File: src/hdl/nnyd_pkg.sv
package nnyd_pkg;

   localparam int CoordWidth    = 18;
   localparam int MaxNeighbors  = 16;
   localparam int DistSqWidth   = 40;  // 3 * (19 bit diff)^2 fits in 40 bits
   localparam logic [DistSqWidth-1:0] FarLimitSq = 40'd250000;

   typedef enum logic [1:0] {
      CMD_OWN  = 2'd0,
      CMD_NBR  = 2'd1,
      CMD_TICK = 2'd2,
      CMD_NONE = 2'd3
   } cmd_type;

   typedef enum logic [2:0] {
      CSR_OWN_PRIORITY  = 3'd0,
      CSR_OWN_RANK      = 3'd1,
      CSR_COLLISION     = 3'd2,
      CSR_PROXIMITY     = 3'd3,
      CSR_VERTICAL_SAFE = 3'd4,
      CSR_CLIMB_UP      = 3'd5
   } csr_index_type;

   // controller -> datapath
   typedef struct packed {
      logic clear_best;   // start a new scan
      logic read_entry;   // issue table read at scan index
      logic axis_n;       // square north diff
      logic axis_e;       // square east diff
      logic axis_u;       // square up diff, compare
      logic decide;       // compute the result from the winner
   } dp_cmd_type;

endpackage

File: src/hdl/nearest_neighbor_yield_decision.sv
// Nearest-neighbor yield decision. Issue an item with start while busy is low:
// command 0 loads own position, command 1 appends a neighbor (batch_start empties
// the table first; entries beyond capacity are dropped), command 2 evaluates.
// Commands 0, 1 and 3 give no result. A tick scans the table (up to 16 neighbors
// by default) through one shared squarer, stepping each stored neighbor through
// table read, then north, east, up, then enters the decide state (directly if no
// own position or neighbor is stored). The result appears on rsp_ for exactly
// one cycle with rsp_valid; the receiver cannot stall it and must take it then.
// CSR writes land at once and are meant only while the block is idle.
module nearest_neighbor_yield_decision #(
   parameter int MAX_NEIGHBORS = nnyd_pkg::MaxNeighbors
) (
   input  logic               clock,
   input  logic               reset,
   input  logic               start,
   output logic               busy,
   input  logic [1:0]         req_command,
   input  logic signed [17:0] req_north_dm,
   input  logic signed [17:0] req_east_dm,
   input  logic signed [17:0] req_up_dm,
   input  logic [7:0]         req_other_priority,
   input  logic [7:0]         req_other_rank,
   input  logic               req_rank_known,
   input  logic               req_batch_start,
   output logic               rsp_valid,
   output logic [6:0]         rsp_speed_percent,
   output logic signed [4:0]  rsp_vertical_bias_dms,
   output logic               rsp_backoff_ok,
   input  logic               csr_write,
   input  logic [2:0]         csr_index,
   input  logic [15:0]        csr_data
);
   import nnyd_pkg::*;

   localparam int IdxW = (MAX_NEIGHBORS > 1) ? $clog2(MAX_NEIGHBORS) : 1;
   localparam int CntW = $clog2(MAX_NEIGHBORS + 1);

   // configuration registers
   logic [7:0]  own_priority_ff, own_rank_ff;
   logic [15:0] collision_ff, proximity_ff, vsafe_ff;
   logic        climb_up_ff;

   always_ff @(posedge clock) begin
      if (reset) begin
         own_priority_ff <= 8'd100;
         own_rank_ff     <= 8'd0;
         collision_ff    <= 16'd80;
         proximity_ff    <= 16'd150;
         vsafe_ff        <= 16'd50;
         climb_up_ff     <= 1'b1;
      end else if (csr_write) begin
         case (csr_index)
            CSR_OWN_PRIORITY:  own_priority_ff <= csr_data[7:0];
            CSR_OWN_RANK:      own_rank_ff     <= csr_data[7:0];
            CSR_COLLISION:     collision_ff    <= csr_data;
            CSR_PROXIMITY:     proximity_ff    <= csr_data;
            CSR_VERTICAL_SAFE: vsafe_ff        <= csr_data;
            CSR_CLIMB_UP:      climb_up_ff     <= csr_data[0];
            default: ;  // drop writes to unused indexes
         endcase
      end
   end

   dp_cmd_type       cmd;
   logic [IdxW-1:0]  scan_idx;
   logic             wr_own, wr_nbr;
   logic [CntW-1:0]  wr_idx;

   nnyd_ctrl #(.MAX_NEIGHBORS(MAX_NEIGHBORS), .IDX_W(IdxW), .CNT_W(CntW)) u_ctrl (
      .clock, .reset, .start, .req_command, .req_batch_start,
      .busy, .rsp_valid, .cmd, .scan_idx, .wr_own, .wr_nbr, .wr_idx
   );

   nnyd_datapath #(.MAX_NEIGHBORS(MAX_NEIGHBORS), .IDX_W(IdxW), .CNT_W(CntW)) u_dp (
      .clock, .cmd, .scan_idx, .wr_own, .wr_nbr, .wr_idx,
      .north_dm(req_north_dm), .east_dm(req_east_dm), .up_dm(req_up_dm),
      .other_priority(req_other_priority), .other_rank(req_other_rank),
      .rank_known(req_rank_known),
      .own_priority(own_priority_ff), .own_rank(own_rank_ff),
      .collision_dm(collision_ff), .proximity_dm(proximity_ff),
      .vertical_safe_dm(vsafe_ff), .climb_up(climb_up_ff),
      .speed_percent(rsp_speed_percent), .vertical_bias_dms(rsp_vertical_bias_dms),
      .backoff_ok(rsp_backoff_ok)
   );

endmodule

File: src/hdl/nnyd_datapath.sv
module nnyd_datapath #(
   parameter int MAX_NEIGHBORS = nnyd_pkg::MaxNeighbors,
   parameter int IDX_W = (MAX_NEIGHBORS > 1) ? $clog2(MAX_NEIGHBORS) : 1,
   parameter int CNT_W = $clog2(MAX_NEIGHBORS + 1)
) (
   input  logic                                 clock,
   input  nnyd_pkg::dp_cmd_type                 cmd,
   input  logic [IDX_W-1:0]                     scan_idx,
   input  logic                                 wr_own,
   input  logic                                 wr_nbr,
   input  logic [CNT_W-1:0]                     wr_idx,
   input  logic signed [17:0]                   north_dm,
   input  logic signed [17:0]                   east_dm,
   input  logic signed [17:0]                   up_dm,
   input  logic [7:0]                           other_priority,
   input  logic [7:0]                           other_rank,
   input  logic                                 rank_known,
   input  logic [7:0]                           own_priority,
   input  logic [7:0]                           own_rank,
   input  logic [15:0]                          collision_dm,
   input  logic [15:0]                          proximity_dm,
   input  logic [15:0]                          vertical_safe_dm,
   input  logic                                 climb_up,
   output logic [6:0]                           speed_percent,
   output logic signed [4:0]                    vertical_bias_dms,
   output logic                                 backoff_ok
);
   import nnyd_pkg::*;

   logic signed [17:0] own_n_ff, own_e_ff, own_u_ff;
   logic [53:0] pos_mem [MAX_NEIGHBORS];
   logic [16:0] id_mem  [MAX_NEIGHBORS];
   logic [53:0] pos_rd_ff;
   logic [16:0] id_rd_ff;

   logic [DistSqWidth-1:0] acc_ff, acc_in;
   logic [DistSqWidth-1:0] best_d2_ff;
   logic [16:0] best_id_ff;
   logic signed [18:0] best_dalt_ff;
   logic best_any_ff;

   logic signed [18:0] diff;
   logic [18:0] mag;
   logic [37:0] sq;

   always_ff @(posedge clock) begin
      if (wr_own) begin
         own_n_ff <= north_dm;
         own_e_ff <= east_dm;
         own_u_ff <= up_dm;
      end
      if (wr_nbr) begin
         pos_mem[wr_idx[IDX_W-1:0]] <= {north_dm, east_dm, up_dm};
         id_mem[wr_idx[IDX_W-1:0]]  <= {other_priority, other_rank, rank_known};
      end
      if (cmd.read_entry) begin
         pos_rd_ff <= pos_mem[scan_idx];
         id_rd_ff  <= id_mem[scan_idx];
      end
   end

   // one axis per cycle through a single squarer
   always_comb begin
      diff = '0;
      if (cmd.axis_n)
         diff = 19'(signed'(pos_rd_ff[53:36])) - 19'(own_n_ff);
      else if (cmd.axis_e)
         diff = 19'(signed'(pos_rd_ff[35:18])) - 19'(own_e_ff);
      else
         diff = 19'(signed'(pos_rd_ff[17:0])) - 19'(own_u_ff);
      mag = diff[18] ? 19'(-diff) : 19'(diff);
      sq  = mag * mag;
      acc_in = (cmd.axis_n ? '0 : acc_ff) + DistSqWidth'(sq);
   end

   always_ff @(posedge clock) begin
      if (cmd.axis_n || cmd.axis_e || cmd.axis_u)
         acc_ff <= acc_in;
      if (cmd.clear_best)
         best_any_ff <= 1'b0;
      else if (cmd.axis_u && (!best_any_ff || acc_in < best_d2_ff)) begin
         best_any_ff  <= 1'b1;
         best_d2_ff   <= acc_in;
         best_id_ff   <= id_rd_ff;
         best_dalt_ff <= 19'(signed'(pos_rd_ff[17:0])) - 19'(own_u_ff);
      end
   end

   // decision, registered into the output fields
   logic [31:0] c2, p2;
   logic [18:0] adalt;
   logic yield_now;
   logic [6:0] spd;
   logic signed [4:0] bias;
   logic rev;

   always_comb begin
      c2 = collision_dm * collision_dm;
      p2 = proximity_dm * proximity_dm;
      adalt = best_dalt_ff[18] ? 19'(-best_dalt_ff) : 19'(best_dalt_ff);
      yield_now = (own_priority < best_id_ff[16:9]) ||
                  (own_priority == best_id_ff[16:9] && own_rank > best_id_ff[8:1]);
      spd = 7'd100;
      bias = 5'sd0;
      rev = 1'b0;
      if (best_any_ff && best_d2_ff <= FarLimitSq && best_id_ff[0] && yield_now) begin
         if (best_d2_ff < DistSqWidth'(c2)) begin
            if (adalt < 19'(vertical_safe_dm)) begin
               bias = climb_up ? 5'sd15 : -5'sd15;
               if ((best_d2_ff * 40'd25) < (DistSqWidth'(c2) * 40'd9)) begin
                  spd = 7'd0;
                  rev = 1'b1;
               end else begin
                  spd = 7'd20;
               end
            end else begin
               bias = (best_dalt_ff > 0) ? -5'sd5 : 5'sd5;
            end
         end else if (best_d2_ff < DistSqWidth'(p2)) begin
            spd = 7'd50;
            if ({adalt, 1'b0} < 20'(vertical_safe_dm))
               bias = (best_dalt_ff > 0) ? -5'sd3 : 5'sd3;
         end
      end
   end

   always_ff @(posedge clock) begin
      if (cmd.decide) begin
         speed_percent     <= spd;
         vertical_bias_dms <= bias;
         backoff_ok        <= rev;
      end
   end

endmodule

File: src/hdl/nnyd_ctrl.sv
module nnyd_ctrl #(
   parameter int MAX_NEIGHBORS = nnyd_pkg::MaxNeighbors,
   parameter int IDX_W = (MAX_NEIGHBORS > 1) ? $clog2(MAX_NEIGHBORS) : 1,
   parameter int CNT_W = $clog2(MAX_NEIGHBORS + 1)
) (
   input  logic                  clock,
   input  logic                  reset,
   input  logic                  start,
   input  logic [1:0]            req_command,
   input  logic                  req_batch_start,
   output logic                  busy,
   output logic                  rsp_valid,
   output nnyd_pkg::dp_cmd_type  cmd,
   output logic [IDX_W-1:0]      scan_idx,
   output logic                  wr_own,
   output logic                  wr_nbr,
   output logic [CNT_W-1:0]      wr_idx
);
   import nnyd_pkg::*;

   typedef enum logic [2:0] {
      ST_IDLE, ST_READ, ST_AXN, ST_AXE, ST_AXU, ST_DECIDE
   } state_type;

   state_type state_ff;
   logic [CNT_W-1:0] count_ff, count_in;
   logic own_valid_ff;
   logic [IDX_W-1:0] idx_ff;
   logic rsp_valid_ff;
   logic accept;
   logic last;

   assign accept = start && (state_ff == ST_IDLE);
   assign busy = (state_ff != ST_IDLE);
   assign rsp_valid = rsp_valid_ff;
   assign scan_idx = idx_ff;
   assign last = (CNT_W'(idx_ff) + 1'b1 >= count_ff);

   always_comb begin
      count_in = (req_command == CMD_NBR && req_batch_start) ? '0 : count_ff;
      wr_own = accept && req_command == CMD_OWN;
      wr_nbr = accept && req_command == CMD_NBR && count_in < CNT_W'(MAX_NEIGHBORS);
      wr_idx = count_in;
      cmd = '0;
      cmd.clear_best = accept;
      cmd.read_entry = (state_ff == ST_READ);
      cmd.axis_n     = (state_ff == ST_AXN);
      cmd.axis_e     = (state_ff == ST_AXE);
      cmd.axis_u     = (state_ff == ST_AXU);
      cmd.decide     = (state_ff == ST_DECIDE);
   end

   always_ff @(posedge clock) begin
      if (reset) begin
         state_ff     <= ST_IDLE;
         count_ff     <= '0;
         own_valid_ff <= 1'b0;
         idx_ff       <= '0;
         rsp_valid_ff <= 1'b0;
      end else begin
         rsp_valid_ff <= 1'b0;
         case (state_ff)
            ST_IDLE: begin
               idx_ff <= '0;
               if (accept) begin
                  case (req_command)
                     CMD_OWN:  own_valid_ff <= 1'b1;
                     CMD_NBR:  count_ff <= wr_nbr ? count_in + 1'b1 : count_in;
                     CMD_TICK: state_ff <= (own_valid_ff && count_ff != '0) ?
                                           ST_READ : ST_DECIDE;
                     default:  ;
                  endcase
               end
            end
            ST_READ:   state_ff <= ST_AXN;
            ST_AXN:    state_ff <= ST_AXE;
            ST_AXE:    state_ff <= ST_AXU;
            ST_AXU: begin
               if (last) state_ff <= ST_DECIDE;
               else begin
                  idx_ff   <= idx_ff + 1'b1;
                  state_ff <= ST_READ;
               end
            end
            ST_DECIDE: begin
               rsp_valid_ff <= 1'b1;
               state_ff     <= ST_IDLE;
            end
            default: state_ff <= ST_IDLE;
         endcase
      end
   end

endmodule

File: config.mk
export PLATFORM = sky130hd
export DESIGN_NAME = nearest_neighbor_yield_decision
export DESIGN_NICKNAME = d
export VERILOG_FILES = /design/src/hdl/nnyd_pkg.sv /design/src/hdl/nearest_neighbor_yield_decision.sv /design/src/hdl/nnyd_datapath.sv /design/src/hdl/nnyd_ctrl.sv
export SDC_FILE = /design/constraint.sdc
export NUM_CORES = 2
export LEC_CHECK = 0
export BUFFER_PORTS_ARGS = -buffer_cell sky130_fd_sc_hd__buf_2
export CORE_ASPECT_RATIO = 0.8
export CORE_UTILIZATION = 48
export CTS_CLUSTER_DIAMETER = 200
export DETAILED_ROUTE_END_ITERATION = 8
export PLACE_DENSITY = 0.63
export SLEW_MARGIN = 40
export SYNTH_ARGS = -nofsm -noshare
export SYNTH_HDL_FRONTEND = slang
export SYNTH_SLANG_ARGS = --single-unit
File: constraint.sdc
create_clock -name clock -period 17.4 [get_ports clock]
set_input_delay 1.74 -clock clock [delete_from_list [all_inputs] [get_ports clock]]
set_output_delay 1.74 -clock clock [all_outputs]
set_load 0.02 [all_outputs]
* After elaboration in Yosys (flattened, before gate mapping)
Memory sizes are Yosys's and may differ from the RTL's. A register that Yosys moved wholly into a read port is not among the register bits.
Cells that the tools add are included.
** Storage, ports and cells
- Register bits after elaboration :: 263
- Bits in writable memories :: 1136
- Word-level logic and storage cells :: 130
- Memories :: 2
** Operators by class
- Add/sub/neg operators :: 9
- Multiply operators :: 5
- $lt $le $gt $ge :: 12
- Equality and inequality tests :: 16
- Mux-type cells :: 29
- Bitwise logic cells :: 1
- Reductions and logical operators :: 34
** Memory list
- u_dp.pos_mem :: words 16, bits a word 54, rd ports 1, clocked after Yosys merged registers in 1, wr ports 1, RTL line nnyd_datapath.sv:31 : logic [53:0] pos_mem [MAX_NEIGHBORS];
- u_dp.id_mem :: words 16, bits a word 17, rd ports 1, clocked after Yosys merged registers in 1, wr ports 1, RTL line nnyd_datapath.sv:32 : logic [16:0] id_mem [MAX_NEIGHBORS];
** Operators with widths (count)
- < comparator 40 x 32 -> 1 bit :: 2
- two-way mux 19 bit :: 4
- multiplier 16 x 16 -> 32 bit :: 2
- subtractor 18 x 18 -> 19 bit :: 3
- two-way mux 5 bit :: 10
- adder 40 x 38 -> 40 bit :: 1
- <= comparator 40 x 18 -> 1 bit, second input constant :: 1
- < comparator 40 x 36 -> 1 bit :: 1
- < comparator 40 bit :: 1
- multiplier 40 x 5 -> 40 bit, second input constant :: 1
- two-way mux 40 bit :: 1
- multiplier 19 x 19 -> 38 bit :: 1
- negation 19 bit :: 2
- multiplier 32 x 4 -> 36 bit, second input constant :: 1
- two-way mux 7 bit :: 3
- < comparator 20 x 16 -> 1 bit :: 1
- > comparator 19 x 1 -> 1 bit, second input constant :: 1
- < comparator 19 x 16 -> 1 bit :: 1
- AND reduction 2 bit :: 9
- one-hot mux 3 bit (5 select lines) :: 1
- equality test 3 x 2 -> 1 bit, second input constant :: 4
- equality test 3 bit, second input constant :: 4
- two-way mux 3 bit :: 4
- logical AND 1 bit :: 11
- other kinds (25) :: 36

* Depth between registers and ports, before layout
- Depth in word-level cells :: 11
- Depth in mapped cells :: 53
- Mapped depth without buffers :: 51

* By module
A second synthesis with hierarchy kept.
** Second synthesis, totals
- Cells, all modules :: 7007
- Area total of the unflattened synthesis :: 93704.9 um2
** By module, submodules not included
- nnyd_datapath :: times used 1, cells an instance 6656, area each 90154.0 um2, sequential area each 41700.0 um2
- nearest_neighbor_yield_decision :: times used 1, cells an instance 244, area each 2633.8 um2, sequential area each 1301.2 um2
- nnyd_ctrl :: times used 1, cells an instance 107, area each 917.1 um2, sequential area each 280.3 um2

* Worst setup path before layout
OpenSTA, ideal clock, no wires.
- Path type :: register -> register
- Start point :: reg u_dp.pos_rd_ff[23], read port of u_dp.pos_mem
- End point :: reg u_dp.best_d2_ff[0] (enable)
- Library setup time :: 0.556 ns
- Arrival :: 14.513 ns
- Slack :: 2.331 ns
- Cell stages (with the launch flop) :: 47
- Period minus slack after synthesis :: 15.069 ns
- Path through :: edfxtp_1 > ha_1 > buf_2 > or2_2 > a41o_1 > a21o_1 > a31o_1 > a2111o_1 > a211o_1 > buf_2 > o21bai_1 > xor2_1 > clkbuf_1 > nor2_1 > fa_1 > inv_1 > fa_1 > inv_1 > [... 11 more ...] > and2_1 > a221o_1 > a2111oi_0 > o41a_1 > o21bai_1 > a21oi_1 > xnor2_1 > ha_1 > nor2b_1 > o21ai_0 > nand2b_1 > a21oi_1 > nor2b_1 > o21ai_0 > nand2b_1 > a21oi_1 > o31ai_1 > a31oi_1
** On the way
- Cells in the longest elaborated chain, start to end :: 11
** Ends and longest elaborated chain
- start, declared :: RTL line nnyd_datapath.sv:33 : logic [53:0] pos_rd_ff;
- subtractor 18 x 18 -> 19 bit * :: RTL line nnyd_datapath.sv:68 : diff = 19'(signed'(pos_rd_ff[35:18])) - 19'(own_e_ff);
- two-way mux 19 bit * :: RTL line nnyd_datapath.sv:67 : else if (cmd.axis_e)
- two-way mux 19 bit * :: RTL line nnyd_datapath.sv:65 : if (cmd.axis_n)
- negation 19 bit :: RTL line nnyd_datapath.sv:71 : mag = diff[18] ? 19'(-diff) : 19'(diff);
- two-way mux 19 bit * :: RTL line nnyd_datapath.sv:71
- multiplier 19 x 19 -> 38 bit * :: RTL line nnyd_datapath.sv:72 : sq = mag * mag;
- adder 40 x 38 -> 40 bit * :: RTL line nnyd_datapath.sv:73 : acc_in = (cmd.axis_n ? '0 : acc_ff) + DistSqWidth'(sq);
- net u_dp.acc_in[26] :: RTL line nnyd_datapath.sv:36 : logic [DistSqWidth-1:0] acc_ff, acc_in;
- < comparator 40 bit * :: RTL line nnyd_datapath.sv:81 : else if (cmd.axis_u && (!best_any_ff || acc_in < best_d2_ff)) begin
- logical OR 1 bit * :: RTL line nnyd_datapath.sv:81
- logical AND 1 bit * :: RTL line nnyd_datapath.sv:81
- AND reduction 2 bit (no line) *
- end signal, assigned :: RTL line nnyd_datapath.sv:83 : best_d2_ff <= acc_in;
- end, declared :: RTL line nnyd_datapath.sv:37 : logic [DistSqWidth-1:0] best_d2_ff;
The timed path passes the listed nets; every way through them passes the cells marked *.
A chain may end at the register's enable or synchronous reset.

* Worst setup path in the final report
- Start point :: reg u_dp.pos_rd_ff[21], read port of u_dp.pos_mem
- End point :: reg u_dp.best_dalt_ff[0] (enable)
** On the way
- Cells in the longest elaborated chain, start to end :: 11
** Ends and longest elaborated chain
- subtractor 18 x 18 -> 19 bit * :: RTL line nnyd_datapath.sv:68
- two-way mux 19 bit * :: RTL line nnyd_datapath.sv:67
- two-way mux 19 bit * :: RTL line nnyd_datapath.sv:65
- negation 19 bit :: RTL line nnyd_datapath.sv:71
- two-way mux 19 bit * :: RTL line nnyd_datapath.sv:71
- multiplier 19 x 19 -> 38 bit * :: RTL line nnyd_datapath.sv:72
- adder 40 x 38 -> 40 bit * :: RTL line nnyd_datapath.sv:73
- net u_dp.acc_in[38] :: RTL line nnyd_datapath.sv:36
- < comparator 40 bit * :: RTL line nnyd_datapath.sv:81
- logical OR 1 bit * :: RTL line nnyd_datapath.sv:81
- logical AND 1 bit * :: RTL line nnyd_datapath.sv:81
- AND reduction 2 bit (no line) *
- end signal, assigned :: RTL line nnyd_datapath.sv:85 : best_dalt_ff <= 19'(signed'(pos_rd_ff[17:0])) - 19'(own_u_ff);
- end, declared :: RTL line nnyd_datapath.sv:39 : logic signed [18:0] best_dalt_ff;
Marked as above.

==> metrics <==
outcome=complete, no violations; commonest non-fill, non-tap cell in the layout=edfxtp_1; Setup TNS=0 ns; Place WS=between 4 and 5 ns; CP most frequent cell=fa_1; design area=102000 um2; Die ar.=195000 um2; Vias=approximately 55000; CP max stage cell=a2111oi_1; mapped cell area=around 93000 um2; Hold Path Class=reg2reg; largest net degree at the start of global routing=roughly 130; Synthesis Warnings=0; clock buffer count from CTS=146; fin crit period=around 13 ns; part of the cycle the worst path needs=74.7%; Cell Rows=144; Detailed Route WL=214000 um; reg2reg path depth=between 40 and 50; FILL cells=16100; core area=a little under 200000 um2; Worst Hold Path Cells=0; worst slew pin tran=0.890 ns; number of global-route vias before repair=56200; RSZ-0062 raised after global routing=false; clock-pin slew on the worst setup and hold paths=about 0.06 ns; Worst Setup Slack, final=4.40 ns; gr ovfl total=0; WP data required=17.77 ns; clk buf depth=3; global-route wire length before repair=between 300000 and 400000 um; DRC=0; Async S/R FF share, synth=0%; final setup vio count=0; clk sinks=1468; Final Slew Violations=0; Max Fclk=76.9 MHz; dpl cell area=between 90000 and 100000 um2; Critical Path Max Stage Delay=0.63 ns; initial antenna violation count=25; Initial DRC Count=4148; synthesis-to-finish area growth=9.28%; worst clock skew=0.0746 ns; most frequent cells in the layout=edfxtp_1, inv_1, ha_1; Die W=494 um; startpoint types=flop; First-pass DRT Iterations=5; Final #Nets=8679; post-synthesis sequential area ratio=46.6%; Max Fanout on Critical Path=41; postcts setup bufs=0; cts repair resizes=0; max-cap viol count=0; height of the die=395 um; WS Path Type=reg2reg; Worst R2R End=u_dp.best_dalt_ff[0]$_DFFE_PP_; Post-synth EDFFs=1388; routability cong.=0.892; Port Buf Inserts=109; number of routed nets with antenna violations=0; Syn Inst Count=7015; root buf cell=clkbuf_16; hold_sp=u_dp.id_rd_ff[5]$_DFFE_PP_; clk_lat worst skew=0.81 ns; routed vias/inst=5.54; CTS Hold Bufs=0; Register Area=43300 um2; #FFs+latches synth=1468; footprint of the multi-input gates=44400 um2; Initial Util=48.3%; crit end category=flop; io pins=112; H-tree levels=4; CTS tree=yes; setup slack, reg-to-reg=4.40 ns; HPWL after DPL=150000 um; Primary FF master, synth=edfxtp_1; RR Startpoint=u_dp.pos_rd_ff[21]$_DFFE_PP_; Rel. slew slack=40.1%; WHS Endpoint=u_dp.best_id_ff[5]$_DFFE_PP_; count of different cell masters after synthesis=slightly below 90; Routed wire per std cell=21.7 um; Post-Syn Area per Cell=around 13 um2; Final Hold Viols=0; share of cells above drive strength 1=11.7%; CP Launch Point=u_dp.pos_rd_ff[21]$_DFFE_PP_; worst endpoint data arrival time=about 13 ns; overall routing resource usage=between 20 and 25%
-- critical path, delay by kind of cell, from the launching register on --
kind | cells | cell delay, ns
AO/OA/AOI/OAI | 18 | 4.75
XOR/XNOR | 2 | 0.44
adder cells (fa/ha/maj) | 10 | 4.53
buffers and inverters | 7 | 1.19
flip-flops | 1 | 0.37
AND/OR/NAND/NOR | 7 | 1.31
-- area by class of cell --
class	instances	share of cell area, %
clock buffers	184	3.74
clock inverters	80	0.869
inverters	1232	4.56
flip-flops and latches	1468	42.6
multi-input cells	4132	43.7
diodes	4	0.00986
well taps	2555	3.15
repair buffers	203	1.32
-- through the flow --
step | std cells | utilization (%) | hold WS (ns)
5_1_grt | 9855 | 52.8 | 0.422
6_report | 9858 | 52.8 | 0.410
3_5_place_dp | 9590 | 50.3 | 0.405
2_1_floorplan | 7028 | - | 0.400
4_1_cts | 9854 | 52.8 | 0.405
3_3_place_gp | 9589 | 50.3 | 0.403
-- registers in the layout (all words and copies together) (netlist names), 16 cells and up --
name               count
u_dp.pos_mem         864
collision_ff          16
u_dp.best_d2_ff       40
u_dp.acc_ff           40
u_dp.best_dalt_ff     19
vsafe_ff              16
proximity_ff          16
u_dp.own_n_ff         18
u_dp.id_mem          272
u_dp.id_rd_ff         17
u_dp.own_e_ff         18
u_dp.own_u_ff         18
u_dp.best_id_ff       17
u_dp.pos_rd_ff        54
-- worst max path at each step --
stage	to	cells after the start
3_5_place_dp	u_dp.best_id_ff[16]$_DFFE_PP_	44
2_1_floorplan	u_dp.best_d2_ff[0]$_DFFE_PP_	46
3_3_place_gp	u_dp.best_id_ff[11]$_DFFE_PP_	46
6_report	u_dp.best_dalt_ff[0]$_DFFE_PP_	44
5_1_grt	u_dp.best_dalt_ff[15]$_DFFE_PP_	47
4_1_cts	u_dp.best_dalt_ff[0]$_DFFE_PP_	46
-- cell families (layout without fill, tap and decap cells) --
kind of cell	after synthesis	in the layout	synth area share (%)
xor+xnor	243	243	2.33
compound gates	837	837	5.82
other cells	2	19	0.00808
mux	373	373	8.81
simple gates	1265	1265	6.56
fa+ha+maj	1399	1399	24.1
flops	1468	1468	46.6
buf+inv	1428	1699	5.82
-- cell usage after synthesis (all sizes together), types with 28 or more instances --
master | n | area (um2)
xnor2 | 160 | 1420
clkbuf | 138 | 518
nor3 | 51 | 260
and2 | 136 | 851
o21bai | 28 | 210
nand2 | 421 | 1580
fa | 646 | 12900
a21oi | 289 | 1460
or2 | 38 | 238
nand2b | 64 | 400
nor2b | 51 | 319
nand3 | 71 | 355
inv | 1231 | 4620
dfxtp | 80 | 1600
a21o | 146 | 1100
ha | 753 | 9420
o21a | 39 | 293
o21ai | 132 | 661
edfxtp | 1388 | 41700
nand4 | 46 | 288
mux4 | 355 | 8000
buf | 58 | 268
xor2 | 83 | 742
a211oi | 29 | 223
nor2 | 294 | 1120
-- per-layer routing --
layer	vias to the layer above	GRT usage, %	share of wire, %
met4	24	5.08	2.0
li1	24900	-	-
met1	28000	32.5	45
met3	274	3.17	5.9
met2	1508	36.0	47
met5	-	0	0.078
Power is not shown: default switching activity piles up to over one toggle a cycle in this logic, so the estimate is an artifact.
